File: src/hdl/sgm_pkg.sv
// ----------------------------------------------------------------------------
// sgm_pkg
// Shared constants and types of the Sobel gradient magnitude block.
// ----------------------------------------------------------------------------
package sgm_pkg;

  localparam int unsigned MAX_LINE   = 1024;
  localparam int unsigned PIX_W      = 8;
  localparam int unsigned CFG_IDX_W  = 1;
  localparam int unsigned CFG_DATA_W = 16;
  localparam int unsigned GRAD_W     = 11;

  localparam logic [CFG_IDX_W-1:0] CFG_LINE_LENGTH = 1'b0;
  localparam logic [CFG_IDX_W-1:0] CFG_LINE_COUNT  = 1'b1;

  localparam logic [10:0] LINE_LENGTH_RST = 11'd1024;
  localparam logic [15:0] LINE_COUNT_RST  = 16'd1024;

  typedef logic signed [GRAD_W-1:0] grad_t;

  // line store / window control
  typedef struct packed {
    logic rd;    // read line stores at the new column
    logic step;  // write back, shift window
  } win_ctrl_t;

  // magnitude unit status
  typedef struct packed {
    logic             done;
    logic             last;
    logic [PIX_W-1:0] mag;
  } mag_stat_t;

endpackage

File: src/hdl/sgm_mag.sv
// ----------------------------------------------------------------------------
// sgm_mag
// Gradient magnitude: squares on one shared multiplier, then a bit-serial
// floor square root, saturated to 255.
// ----------------------------------------------------------------------------
module sgm_mag (
  input  logic                clk_i,
  input  logic                rst_ni,
  input  logic                start_i,
  input  logic                last_i,
  input  sgm_pkg::grad_t      gx_i,
  input  sgm_pkg::grad_t      gy_i,
  input  logic                take_i,
  output sgm_pkg::mag_stat_t  stat_o
);
  import sgm_pkg::*;

  typedef enum logic [2:0] {
    S_IDLE, S_SQX, S_SQY, S_ROOT, S_DONE
  } state_e;

  state_e           state_q;
  logic [9:0]       ax_q, ay_q;
  logic [20:0]      acc_q;
  logic [PIX_W-1:0] res_q;
  logic [2:0]       bit_q;
  logic             last_q;

  logic [GRAD_W-1:0] nx, ny;
  logic [9:0]        ax, ay, mul_a;
  logic [19:0]       prod;
  logic [PIX_W-1:0]  trial;
  logic [15:0]       tsq;

  assign nx    = GRAD_W'(-gx_i);
  assign ny    = GRAD_W'(-gy_i);
  assign ax    = gx_i[GRAD_W-1] ? nx[9:0] : gx_i[9:0];
  assign ay    = gy_i[GRAD_W-1] ? ny[9:0] : gy_i[9:0];
  assign mul_a = (state_q == S_SQX) ? ax_q : ay_q;
  assign prod  = {10'b0, mul_a} * {10'b0, mul_a};
  assign trial = res_q | (PIX_W'(1) << bit_q);
  assign tsq   = {8'b0, trial} * {8'b0, trial};

  always_ff @(posedge clk_i or negedge rst_ni) begin
    if (!rst_ni) begin
      state_q <= S_IDLE;
      ax_q    <= '0;
      ay_q    <= '0;
      acc_q   <= '0;
      res_q   <= '0;
      bit_q   <= '0;
      last_q  <= 1'b0;
    end else begin
      unique case (state_q)
        S_IDLE: begin
          if (start_i) begin
            ax_q    <= ax;
            ay_q    <= ay;
            last_q  <= last_i;
            state_q <= S_SQX;
          end
        end
        S_SQX: begin
          acc_q   <= 21'(prod);
          state_q <= S_SQY;
        end
        S_SQY: begin
          acc_q   <= acc_q + 21'(prod);
          res_q   <= '0;
          bit_q   <= 3'd7;
          state_q <= S_ROOT;
        end
        S_ROOT: begin
          if (acc_q[20:16] != '0) begin
            res_q   <= '1;  // 256 or more saturates
            state_q <= S_DONE;
          end else begin
            if (tsq <= acc_q[15:0]) res_q <= trial;
            bit_q <= bit_q - 3'd1;
            if (bit_q == '0) state_q <= S_DONE;
          end
        end
        S_DONE: begin
          if (take_i) state_q <= S_IDLE;
        end
        default: state_q <= S_IDLE;
      endcase
    end
  end

  assign stat_o.done = (state_q == S_DONE);
  assign stat_o.last = last_q;
  assign stat_o.mag  = res_q;

endmodule

File: config.mk
export PLATFORM = sky130hd
export DESIGN_NAME = sgm_mag
export DESIGN_NICKNAME = d
export VERILOG_FILES = /design/src/hdl/sgm_pkg.sv /design/src/hdl/sgm_mag.sv
export SDC_FILE = /design/constraint.sdc
export NUM_CORES = 1
export LEC_CHECK = 0
export BUFFER_PORTS_ARGS = -buffer_cell sky130_fd_sc_hd__buf_2
export CORE_ASPECT_RATIO = 1.75
export CORE_UTILIZATION = 65
export DETAILED_ROUTE_END_ITERATION = 10
export GPL_ROUTABILITY_DRIVEN = 0
export PLACE_DENSITY = 0.95
export SLEW_MARGIN = 20
export SYNTH_ARGS = -nofsm -noshare
export SYNTH_HDL_FRONTEND = slang
export SYNTH_SLANG_ARGS = --single-unit
File: constraint.sdc
create_clock -name clk_i -period 8.6 [get_ports clk_i]
set_clock_uncertainty 0.15 [all_clocks]
set_input_delay 2.58 -clock clk_i [delete_from_list [all_inputs] [get_ports clk_i]]
set_output_delay 2.58 -clock clk_i [all_outputs]
set_load 0.1 [all_outputs]
==> Yosys cells after proc, flatten, opt, wreduce, memory -nomap -nowiden <==
Index checks and enable logic that the tools add are counted.
{ "totals": {"reg_bits": 56, "input_bits": 27, "out_inout_bits": 10, "elab_cells": 48} }
{ "classes": {"reduce_logical": 9, "bitwise_logic": 1, "add_sub_neg": 4, "eq_ne": 9, "magnitude_cmp": 1, "mux": 14, "n_mul": 2, "n_shift": 1} }
{ "op_table": {"columns": ["op", "n"], "rows": [
  ["21-bit case mux with 2 select lines", 1],
  ["10-bit 2-to-1 mux", 3],
  ["21-bit by 20-bit adder with 21-bit output", 1],
  ["10-bit by 10-bit multiplier with 20-bit output", 1],
  ["10-bit negator", 2],
  ["16-bit less-or-equal comparator", 1],
  ["8-bit by 8-bit multiplier with 16-bit output", 1],
  ["8-bit 2-to-1 mux", 2],
  ["8-bit case mux with 2 select lines", 1],
  ["3-bit 2-to-1 mux", 5],
  ["3-bit case mux with 5 select lines", 1],
  ["8-bit OR", 1],
  ["1-bit by 3-bit << shifter with 8-bit output (first input constant)", 1],
  ["3-bit by 2-bit equality test with 1-bit output (second input constant)", 2],
  ["3-bit logical NOT", 2],
  ["2-bit != test (second input constant)", 3],
  ["3-bit != test (second input constant)", 2],
  ["3-bit case mux with 2 select lines", 1],
  ["2-bit AND reduction", 3],
  ["5-bit nonzero test", 1],
  ["2-bit nonzero test", 2],
  ["3-bit by 1-bit equality test with 1-bit output (second input constant)", 1],
  ["3-bit equality test (second input constant)", 1],
  ["3-bit AND reduction", 1],
  ["3-bit by 1-bit subtractor with 3-bit output (second input constant)", 1]
]} }

==> Depth between registers and ports, before layout <==
Gate-level depths: netlist of run 1.
{ "logic_depth": {"ltp_word": 7, "depth_mapped": 32, "ltp_nobuf": 31} }

==> Worst setup path after synthesis of run 1 <==
OpenSTA, ideal clock, no wires.
{ "synth_path": {"path_type": "register to register", "start": "reg state_q[1]", "end": "reg acc_q[19]", "setup_ns": 0.094, "period_less_slack_ns": 7.233, "setup_slack_ns": 1.367, "stages_incl_launch_ff": 29, "path_buffers": 2, "required_ns": 8.356, "t_arrival_ns": 6.989, "cell_sequence": "dfrtp_1 nor3b_4 buf_1 mux2i_1 inv_1 buf_2 nand2_1 fa_1 fa_1 inv_1 fa_1 fa_1 inv_1 fa_1 inv_1 ha_1 a211o_1 o31ai_2 o21a_1 o21bai_1 a21oi_1 xnor2_1 ha_1 nand2_1 a221o_1 a311oi_2 a31oi_1 mux2i_1 a211oi_1"} }
{ "synth_via": {"elab_chain_cells": 5, "elab_cells_between_ends": 7, "cone_classes": "add/sub (1); mul (1); eq/ne (2); mux (2); reduce/logical (1)"} }
{ "synth_lines": {"columns": ["item", "line_no", "text"], "rows": [
  ["start, declared", "sgm_mag.sv:22", "state_e state_q;"],
  ["start signal, assigned", "sgm_mag.sv:46", "state_q <= S_IDLE;"],
  ["start signal, assigned", "sgm_mag.sv:60", "state_q <= S_SQX;"],
  ["start signal, assigned", "sgm_mag.sv:65", "state_q <= S_SQY;"],
  ["3-bit by 1-bit equality test with 1-bit output", "sgm_mag.sv:39, sgm_mag.sv:54", null],
  ["10-bit 2-to-1 mux", "sgm_mag.sv:39", "assign mul_a = (state_q == S_SQX) ? ax_q : ay_q;"],
  ["10-bit by 10-bit multiplier with 20-bit output", "sgm_mag.sv:40", "assign prod = {10'b0, mul_a} * {10'b0, mul_a};"],
  ["21-bit by 20-bit adder with 21-bit output", "sgm_mag.sv:68", "acc_q <= acc_q + 21'(prod);"],
  ["21-bit case mux with 2 select lines", "sgm_mag.sv:54", "unique case (state_q)"],
  ["end signal, assigned", "sgm_mag.sv:64", "acc_q <= 21'(prod);"],
  ["end signal, assigned", "sgm_mag.sv:68", null],
  ["end, declared", "sgm_mag.sv:24", "logic [20:0] acc_q;"]
]} }
Parallel ways exist; a longest one is shown, timed or not.
A chain may end at the register's enable or synchronous reset.

==> Worst setup path in the final report of run 1 <==
{ "layout_path": {"start": "reg state_q[0]", "end": "reg acc_q[18]"} }
The elaborated chain is that of the path after synthesis.

==> flow_summary.ini, run 1 <==
[layout]
layout-drive-gt1-share_pct = 6.53
area_growth_pct = 6.26
stdcell_count = 1210
multi_input_area_um2 = 6300
fillers = 873
diodes = 0
fin_nets = 1261
final-seq-area_um2 = 1400

[setup_path]
critPathCaptureType = register
reg2reg_depth = 29
cp.buffers_inverters = 6
path_class = register to register
worstReg2RegStart = state_q[0]
crit_arrival_ns = 8.16
endpoint = acc_q[18]
crit_start = state_q[0]
cp_top_family = adder cells
startpoint_type = register
cp.depth = 29
slowest_stage = or3_1
rrSetupSlack_ns = 0.50
cp.required_ns = 8.66
cp_common_cell = fa_1
critPathMaxFanout = 10
r2r-end = acc_q[18]
critPathMaxStageDelay_ns = 0.57

[detailed_routing]
ant_nets = 0
drt_iter0_drc = 624
wl_per_cell_um = 17.2
vias = 7407
viasPerCell = 6.12
drc = 0
firstDrtPassIters = 6
wirelength_um = 20800

[clocking]
clock_sinks = 56
clock_latency_ns = 0.31
cts_resized = 0
post-cts-setup-buffers = 0
clkTransAtPathRegs_ns = 0.07
h-tree-depth = 2
cts_buffers = 5
hold_buffers = 0
clock-root-buffer = clkbuf_16
clock_tree.buffer_depth = 2
cts_tree = yes

[timing]
hold_ws_ns = 0.325
setup_viol = 0
fin_tns_setup_ns = 0
max_freq_mhz = 124
tightest_slew_ns = 1.15
hold_violations = 0
rsz0062_at_grt = no
min_period_ns = 8.10
slew_headroom_pct = 23.2
fin_crit_sh_pct = 94.1
drv_slew = 0
layout_setup_ws_ns = 0.504

[die]
core_region_area_um2 = 12500
ios = 37
fp.dieH_um = 152
rows = 54
die_area_um2 = 13400
die_x_um = 87.9
initial_core_util_pct = 67.2

[synth]
async_flop_share_pct = 100
synth-compound-area-share_pct = 15.7
synthAdderAreaFrac_pct = 35.3
synth_area_leaders = ha_1 18%, fa_1 17%, dfrtp_1 17%
synth_seq_cells = 56
synth_edf_count = 0
syn_area_um2 = 8400
synth_top_family_by_area = adder cells
synthTopCellsByCount = 165 x inv_1, 122 x nand2_1, 120 x ha_1
synth_top_area_share_pct = 17.9
netlist_instances = 1009
post_synth.cell_area_avg_um2 = 8.33
synth.area.mux_share_pct = 1.58
yosys.area.top_type = ha_1
synthSimpleGateAreaFrac_pct = 15.5
syn_nets = 1229
synth.most_common_cell = inv_1
seq_area_frac_synth_pct = 16.7
synth_xor_area_share_pct = 6.88
synth.distinct_cells = 65
synth_top_flop_cell = dfrtp_1
yosys_warnings = 0

[run]
maxCapViolations = 0

[placed_design]
port-buffer-count = 36
dp.cells = 1202
dp.final_hpwl_um = 16500
pre_cts_ws_ns = 0.748

[grt]
grt_usage_pct = 33.7
overflow = 0
grt_first_pass_wirelength_um = 35700
first_global_vias = 8008
antenna_found_initial = 0
grt_max_degree = 57

[run_status]
status = finished clean

[min_path]
hold_class = register to register
holdCritStartpoint = last_q
## per-layer routing
metal | GRT usage (%) | routed length [um] | vias to the layer above
li1 | - | - | 3403
met1 | 34.2 | 7110 | 3569
met2 | 59.0 | 11000 | 294
met3 | 5.20 | 901 | 141
met4 | 27.0 | 1790 | 0
met5 | 0 | 0 | -
## worst min path at each step
stage,endpoint,cells after the start
floorplan,acc_q[20],1
global placement,last_q,2
detailed placement,last_q,2
CTS,last_q,2
global route,ay_q[5],2
finish,last_q,2
## cells in the final DEF, fill, tap and decap left out, drive strengths merged, types with 4 or more instances in the layout
cell type / n
a211oi: 11
a21o: 23
a21oi: 56
a31oi: 5
and2: 5
and3: 6
buf: 44
clkbuf: 6
dfrtp: 56
fa: 73
ha: 120
inv: 166
mux2i: 11
nand2: 122
nand2b: 8
nand3: 11
nand4: 6
nor2: 99
nor2b: 8
nor3: 11
o21a: 4
o21ai: 46
o2bb2ai: 8
o31ai: 13
or3: 7
xnor2: 44
xor2: 22
## through the flow
stage	utilization, %	cell area, um^2
2_1_floorplan	-	8400
4_1_cts	71.4	8930
3_5_place_dp	70.3	8780
6_report	71.4	8930
3_3_place_gp	70.3	8780
5_1_grt	71.4	8930
## sequential cells by signal, summed over array words and instances (netlist names)
register / flops
bit_q: 3
last_q: 1
ay_q: 10
res_q: 8
state_q: 3
acc_q: 21
ax_q: 10
## worst register-to-register path: cells and delay by family, from the launching register on
family,cells,cell delay [ns]
simple gates,6,1.17
xor+xnor,2,0.26
fa+ha+maj,7,3.33
flops,1,0.45
buf+inv,6,0.62
compound gates,8,2.03
## layout make-up
cell class | count | share of cell area, %
Multi-Input combinational cell | 767 | 70.6
Sequential cell | 56 | 15.7
Inverter | 167 | 7.02
Timing Repair Buffer | 44 | 2.69
Tap cell | 168 | 2.35
Clock buffer | 6 | 1.44
Clock inverter | 2 | 0.182
## cells by family after synthesis
| family | count (synthesis) |
|---|---|
| and+or+nand+nor | 297 |
| AOI/OAI and AO/OA | 198 |
| adders and majority gates | 193 |
| buffers and inverters | 186 |
| xor gates and xnor gates | 66 |
| DFF | 56 |
| muxes | 13 |
Power of run 1 is not shown: default switching activity piles up to over one toggle a cycle in this logic, so the estimate is an artifact.
==> inputs of run 2 (changes only) <==
- REMOVE_ABC_BUFFERS: unset -> 1
- SLEW_MARGIN: 20 -> 10
==> run 2 against run 1 <==
Compared with the run above:
- global-route usage decreased by 2.1 points
- die area unchanged
- worst setup slack improved by 0.12 ns
- non-clock buffer count decreased by 2
- routed wire length decreased by 4.7%
- cell count decreased by 0.17%
- sequential share of layout area about the same
==> flow_summary.ini, run 2 (synthesis results as in run 1) <==
[detailed_routing]
vias = 7304
drt_iter0_drc = 399
wirelength_um = 19800
wl_per_cell_um = 16.4
viasPerCell = 6.05
ant_nets = 0
drc = 0
firstDrtPassIters = 5

[timing]
slew_headroom_pct = 29.4
max_freq_mhz = 125
setup_viol = 0
tightest_slew_ns = 1.06
hold_violations = 0
fin_crit_sh_pct = 92.7
drv_slew = 0
fin_tns_setup_ns = 0
min_period_ns = 7.97
rsz0062_at_grt = no

[grt]
antenna_found_initial = 0
overflow = 0
grt_first_pass_wirelength_um = 33500
grt_max_degree = 57
grt_usage_pct = 31.6
first_global_vias = 7731

[placed_design]
dp.final_hpwl_um = 16300
port-buffer-count = 36
dp.cells = 1200

[layout]
layout-drive-gt1-share_pct = 6.44
stdcell_count = 1208
multi_input_area_um2 = 6300
largest_reg_flops = 21
layout_commonest_cell = inv_1
fin_nets = 1259
diodes = 0
final-seq-area_um2 = 1400
layout_common_cells = 165 x inv_1, 122 x nand2_1, 120 x ha_1
regMostFlops = acc_q
area_growth_pct = 6.14
reg_top3 = acc_q x21, ax_q x10, ay_q x10
fillers = 885

[run_status]
status = finished clean

[clocking]
clock_tree.buffer_depth = 2
cts_buffers = 5
h-tree-depth = 2
clock_latency_ns = 0.31
hold_buffers = 0
post-cts-setup-buffers = 0
clock-root-buffer = clkbuf_16
cts_resized = 0
clkTransAtPathRegs_ns = 0.08
cts_tree = yes
clock_sinks = 56

[setup_path]
reg2reg_depth = 26
r2r-end = acc_q[19]
worstReg2RegStart = state_q[0]
startpoint_type = register
rrSetupSlack_ns = 0.63
critPathCaptureType = register
crit_arrival_ns = 8.00
cp.required_ns = 8.63
path_class = register to register
critPathMaxFanout = 10

[min_path]
whs_path_depth = 2
hold_class = register to register
holdPathEnd = last_q
holdCritStartpoint = last_q

[run]
maxCapViolations = 0

[die]
core_region_area_um2 = 12500
initial_core_util_pct = 67.2
fp.dieH_um = 152
rows = 54
die_x_um = 87.9
die_area_um2 = 13400
ios = 37
==> run 2: cell count changes in the layout (fill, tap and decap cells not counted) <==
cell,previous run,this run
inv_6,0,2
clkbuf_1,1,0
buf_4,8,6
clkinv_4,1,0
==> run 2: final cells by class <==
class / count / area share (%)
clock buffer: 5 / 1.40
clock inverter: 3 / 0.281
inverter: 167 / 7.03
multi-input combinational: 767 / 70.7
sequential: 56 / 15.7
tap: 168 / 2.36
timing repair buffer: 42 / 2.53
==> run 2: worst max path at each step <==
stage / from / endpoint / slack, ns / cells after the start
floorplan: state_q[1] / acc_q[19] / 1.00 / 26
global placement: state_q[0] / acc_q[19] / 0.91 / 26
detailed placement: state_q[0] / acc_q[19] / 0.68 / 26
CTS: state_q[0] / acc_q[19] / 0.65 / 26
global route: state_q[0] / acc_q[19] / 0.26 / 26
finish: state_q[0] / acc_q[19] / 0.63 / 26
==> run 2: stage by stage <==
stage | cell area (um^2) | utilization (%) | setup WS [ns] | hold WS, ns
after CTS | 8920 | 71.3 | 0.652 | 0.328
final | 8920 | 71.3 | 0.628 | 0.328
after global routing | 8920 | 71.3 | 0.257 | 0.365
after detailed placement | 8770 | 70.1 | 0.679 | 0.309
after global placement | 8770 | 70.1 | 0.912 | 0.301
after floorplan | 8320 | - | 1.00 | 0.296
==> run 2: layer usage <==
layer	global-route usage (%)	part of all wire (%)	vias up
li1	-	-	3408
met1	30.1	33	3453
met2	58.8	55	311
met3	4.33	4.3	132
met4	23.2	7.7	0
met5	0	0	-
==> run 2: critical path, stage by stage, from the launching register on <==
cell and delay, ns:
dfrtp_1 0.45, inv_1 0.10, or3_1 0.56, buf_4 0.25
a21oi_2 0.29, inv_2 0.11, nand2_1 0.16, fa_1 0.46
fa_1 0.55, inv_1 0.06, fa_1 0.50, fa_1 0.55
inv_1 0.06, fa_1 0.53, inv_1 0.05, ha_1 0.37
a211o_1 0.30, o31ai_2 0.29, xnor2_1 0.19, ha_1 0.29
a21oi_1 0.24, nor3b_1 0.39, a221o_1 0.27, a311oi_2 0.13
a31oi_1 0.24, mux2i_1 0.23, a211oi_1 0.06
Power of run 2 is left out for the same reason.
